File: src/hw/rtl/lobm_cmp.sv
`timescale 1ns / 1ps
// ---------------------------------------------------------------------------
// lobm_cmp
// Shared compare unit: judges one slot against the request and current best.
// ---------------------------------------------------------------------------
module lobm_cmp (
  input  logic        slot_valid,
  input  logic        slot_side,
  input  logic [15:0] slot_trader,
  input  logic [31:0] slot_price,
  input  logic [31:0] slot_age,
  input  logic        req_side,
  input  logic [15:0] req_trader,
  input  logic        any_price,
  input  logic [31:0] limit,
  input  logic        have_best,
  input  logic [31:0] best_price,
  input  logic [31:0] best_age,
  output logic        take
);
  logic eligible;
  logic better;

  // eligibility then price-time priority
  always_comb begin
    eligible = slot_valid && (slot_side != req_side) && (slot_trader != req_trader);
    if (!any_price) begin
      if (!req_side && slot_price > limit) eligible = 1'b0;
      if (req_side && slot_price < limit) eligible = 1'b0;
    end
    if (slot_price != best_price) begin
      better = req_side ? (slot_price > best_price) : (slot_price < best_price);
    end else begin
      better = slot_age > best_age;
    end
    take = eligible && (!have_best || better);
  end
endmodule

File: config.mk
export PLATFORM = sky130hd
export DESIGN_NAME = lobm_cmp
export DESIGN_NICKNAME = d
export VERILOG_FILES = /design/src/hw/rtl/lobm_cmp.sv
export SDC_FILE = /design/constraint.sdc
export NUM_CORES = 1
export LEC_CHECK = 0
export BUFFER_PORTS_ARGS = -buffer_cell sky130_fd_sc_hd__buf_2
export CAP_MARGIN = 20
export CORE_ASPECT_RATIO = 0.5
export CORE_MARGIN = 1.5
export CORE_UTILIZATION = 35
export DETAILED_ROUTE_END_ITERATION = 6
export PLACE_DENSITY_LB_ADDON = 0.15
export SLEW_MARGIN = 20
export SYNTH_ARGS = -nofsm -noshare
export SYNTH_HDL_FRONTEND = slang
export SYNTH_SLANG_ARGS = --single-unit
File: constraint.sdc
create_clock -name vclk -period 6.28
set_input_delay 0.942 -clock vclk [all_inputs]
set_output_delay 0.942 -clock vclk [all_outputs]
set_load 0.01 [all_outputs]
### After elaboration in Yosys (flattened, before gate mapping)

Cells that the tools add are included.
Widths: inputs -> output; s select.

| storage, ports and cells | value |
|---|---|
| output and inout port bits | 1 |
| register bits | 0 |
| input port bits | 197 |

| operators by class | value |
|---|---|
| reductions and logical operators | 8 |
| $lt $le $gt $ge | 5 |
| muxes and demuxes | 5 |
| eq/ne operators | 3 |

Operators with widths:

| kind | count |
|---|---|
| $gt 32x32->1 | 3 |
| $lt 32x32->1 | 2 |
| $ne 32x32->1 | 1 |
| $ne 16x16->1 | 1 |
| $logic_and 1x1->1 | 5 |
| $mux 1 | 5 |
| $logic_not 1->1 | 2 |
| $logic_or 1x1->1 | 1 |
| $ne 1x1->1 | 1 |

### Longest topological paths before layout

| depth | value |
|---|---|
| depth in word-level cells | 7 |
| mapped depth | 9 |
| mapped depth without buffers | 9 |

### Worst setup path before layout

OpenSTA, ideal clock, no wires.

| path | value |
|---|---|
| kind | input port to output port |
| start | input port best_price[19] |
| end | output port take |
| cell stages on the path | 9 |
| path slack | 2.720 ns |
| data required time | 5.338 ns |
| arrival | 2.618 ns |
| buffers on the path | 0 |
| path through | inv_1 > ha_1 > a21oi_2 > o21ai_1 > a221o_1 > a2111oi_4 > a21oi_1 > nand2b_1 > o211a_1 |

| between the ends | value |
|---|---|
| word-level cells in the longest chain between the ends | 5 |

RTL lines:

| what | line | text |
|---|---|---|
| start: declaration | 17 | `input logic [31:0] best_price,` |
| $lt 32x32->1 / $gt 32x32->1 (equally long branches) | 32 | `better = req_side ? (slot_price > best_price) : (slot_price < best_price);` |
| $mux 1 | 32 |  |
| $mux 1 * | 31 | `if (slot_price != best_price) begin` |
| $logic_or 1x1->1 * | 36 | `take = eligible && (!have_best \|\| better);` |
| $logic_and 1x1->1 * | 36 |  |
| end: declaration | 19 | `output logic take` |

Every way passes the cells marked *; elsewhere a longest branch is shown, timed or not.

### Worst setup path after layout

| path | value |
|---|---|
| start | input port slot_price[14] |
| end | output port take |

| between the ends | value |
|---|---|
| word-level cells in the longest chain between the ends | 6 |

RTL lines:

| what | line | text |
|---|---|---|
| start: declaration | 10 | `input logic [31:0] slot_price,` |
| $gt 32x32->1 | 28 | `if (!req_side && slot_price > limit) eligible = 1'b0;` |
| $logic_and 1x1->1 | 28 |  |
| $mux 1 | 28 |  |
| $mux 1 | 29 | `if (req_side && slot_price < limit) eligible = 1'b0;` |
| $mux 1 | 27 | `if (!any_price) begin` |
| $logic_and 1x1->1 * | 36 |  |

Marks and branches as above.

==> impl_metrics.ini <==
[synthesis]
yosys_warnings = 0
yosysUniqueCellTypes = 34
syn_inst = 369
seq_area_frac_synth = 0
synth_fp_nets = 662
synth_area_sq_mm = 0.00267
synth_area_per_cell_sq_um = 7.23

[floorplanning]
rows = 22
initial_core_util = 0.363
io_pins = 198
die_height_microns = 64.7
fp.dieW_microns = 126
die-area_sq_mm = 0.00818
core_area_sq_mm = 0.00735

[global_routing]
grt_first_pass_wirelength_microns = 11300
grtUsageTotal = 0.161
antenna_found_initial = 0
grt_max_degree = 6
grt_pass1_vias = 2754
grt-ovfl-total = 0

[power_and_ir_drop]
powerDensity_mw_per_mm2 = 55.7
ir_drop_v = 0.0000223
leakage_nw = 2.45
power_mw = 0.210

[route]
detail_route.first_pass.iterations = 4
postRouteWirelength_microns = 6960
viasPerCell = 4.61
num_vias = 3054
ant_nets = 0
drt_iter0_drc = 50
drt-wirelength-per-cell_microns = 10.5
drcViolationCount = 0

[placed_design]
hpwlAfterDp_microns = 6770
port_buffers = 198
dpl.cell_count = 663
globalplace.congestion = 0.789

[worst_setup_path]
critical_path.max_fanout = 3
crit_path_cell_trace = buf_2 -> ha_1 -> nand4_1 -> nor4_1 -> a21boi_0 -> o41ai_1 -> o211ai_1 -> mux2i_1 -> o211a_1 -> buf_2
crit_arrival_ns = 3.03
start_kind = primary input
worstSetupStartpoint = slot_price[14]
crit_slowest_cell = nor4_1
path_delay_family = compound AO/OA/AOI/OAI gates
criticalPathCategory = primary input to primary output
cp_data_required_time_ns = 5.34
crit_top_cell = buf_2
cp_num_buf_inv = 2
critPathMaxStageDelay_ns = 0.46
endpoint_kind = primary output

[layout]
seq_cell_count = 0
clkbuf_count = 0
nFillCells = 807
area_growth_pct = 41.7
drive_above_1_share = 0.354
multi_input_area_sq_mm = 0.00230
diodes = 0
nets = 862
fin_cells = 663
seqCellArea_sq_um = 0
final_util = 0.514

[timing]
fin_crit_sh = 0.632
rsz0062_at_grt = false
slew_headroom = 0.720
tightest_slew_ns = 0.416
period_minus_slack_ns = 3.97
setup_viol = 0
final.setup.tns_ns = 0
finalMaxSlewViolations = 0
fmax_ghz = 0.252
hold_violations = 0

[clock_tree]
post-cts-setup-buffers = 0
ctsResizeCount = 0
postCtsHoldBufs = 0

[min_path]
hold_path.class = primary input to primary output
hp-start = have_best

[flow_run]
drv_cap = 0

[status]
status = finished clean
-- report_power, final --
part / internal (mW) / switching [mW]
clock: 0 / 0
sequential: 0 / 0
combinational: 0.112 / 0.0986
-- cell usage after synthesis --
library cell / number / area share
a2111oi_4: 1 / 0.010
a211oi_1: 1 / 0.0028
a21boi_0: 3 / 0.0084
a21o_1: 9 / 0.025
a21oi_1: 31 / 0.058
a21oi_2: 2 / 0.0066
a221o_1: 2 / 0.0075
a221oi_1: 3 / 0.0099
a311oi_1: 1 / 0.0033
a41o_1: 1 / 0.0038
and2_0: 1 / 0.0023
and3_1: 1 / 0.0023
and4_1: 3 / 0.0099
ha_1: 96 / 0.45
inv_1: 98 / 0.14
mux2i_1: 1 / 0.0038
nand2_1: 23 / 0.032
nand2b_1: 2 / 0.0047
nand3_1: 8 / 0.015
nand4_1: 18 / 0.042
nand4b_1: 2 / 0.0066
nor2_1: 8 / 0.011
nor2b_1: 5 / 0.012
nor3_1: 2 / 0.0038
nor4_1: 9 / 0.021
o211a_1: 2 / 0.0075
o211ai_1: 4 / 0.011
o21a_1: 1 / 0.0028
o21ai_0: 9 / 0.017
o21ai_1: 1 / 0.0019
o2bb2ai_1: 1 / 0.0033
o31ai_1: 2 / 0.0056
o41ai_1: 1 / 0.0033
xor2_1: 17 / 0.056
-- stage by stage --
| stage | cell area, sq um | setup WS (ns) | hold slack, ns |
|---|---|---|---|
| 6_report | 3780 | 2.31 | 2.34 |
| 5_1_grt | 3780 | 2.11 | 2.36 |
| 4_1_cts | 3780 | 2.30 | 2.35 |
| 3_5_place_dp | 3780 | 2.31 | 2.35 |
| 3_3_place_gp | 3780 | 2.39 | 2.33 |
| 2_1_floorplan | 2670 | 2.72 | 2.12 |
-- layer usage --
| layer | wire (microns) | track usage | vias to the layer above |
|---|---|---|---|
| li1 | - | - | 1686 |
| met1 | 3270 | 0.215 | 1299 |
| met2 | 3370 | 0.305 | 69 |
| met3 | 317 | 0.00908 | 0 |
| met4 | 0 | 0 | 0 |
| met5 | 0 | 0 | - |
-- cell usage in the layout, fill, tap and decap left out, types with 9 or more instances in the layout --
master	Yosys	layout
buf_2	0	198
inv_1	98	98
ha_1	96	96
a21oi_1	31	31
nand2_1	23	23
nand4_1	18	18
xor2_1	17	17
nor4_1	9	9
a21o_1	9	9
o21ai_0	9	9
-- area by class of cell --
cell class	instances	share of cell area
tap	96	0.0318
timing repair buffer	198	0.262
multi-input combinational	271	0.608
inverter	98	0.0974
-- cells by family after synthesis --
logic type / synth area share
fa+ha+maj: 0.450
simple gates: 0.163
compound gates: 0.189
xor+xnor: 0.0558
mux: 0.00375
buf+inv: 0.138
-- path summary, 6_finish.rpt --
kind               end  slack (ns)  depth (start not counted)
setup / recovery  take        2.31                         10
hold / removal    take        2.34                          4
(Power assumes the default switching activity.)
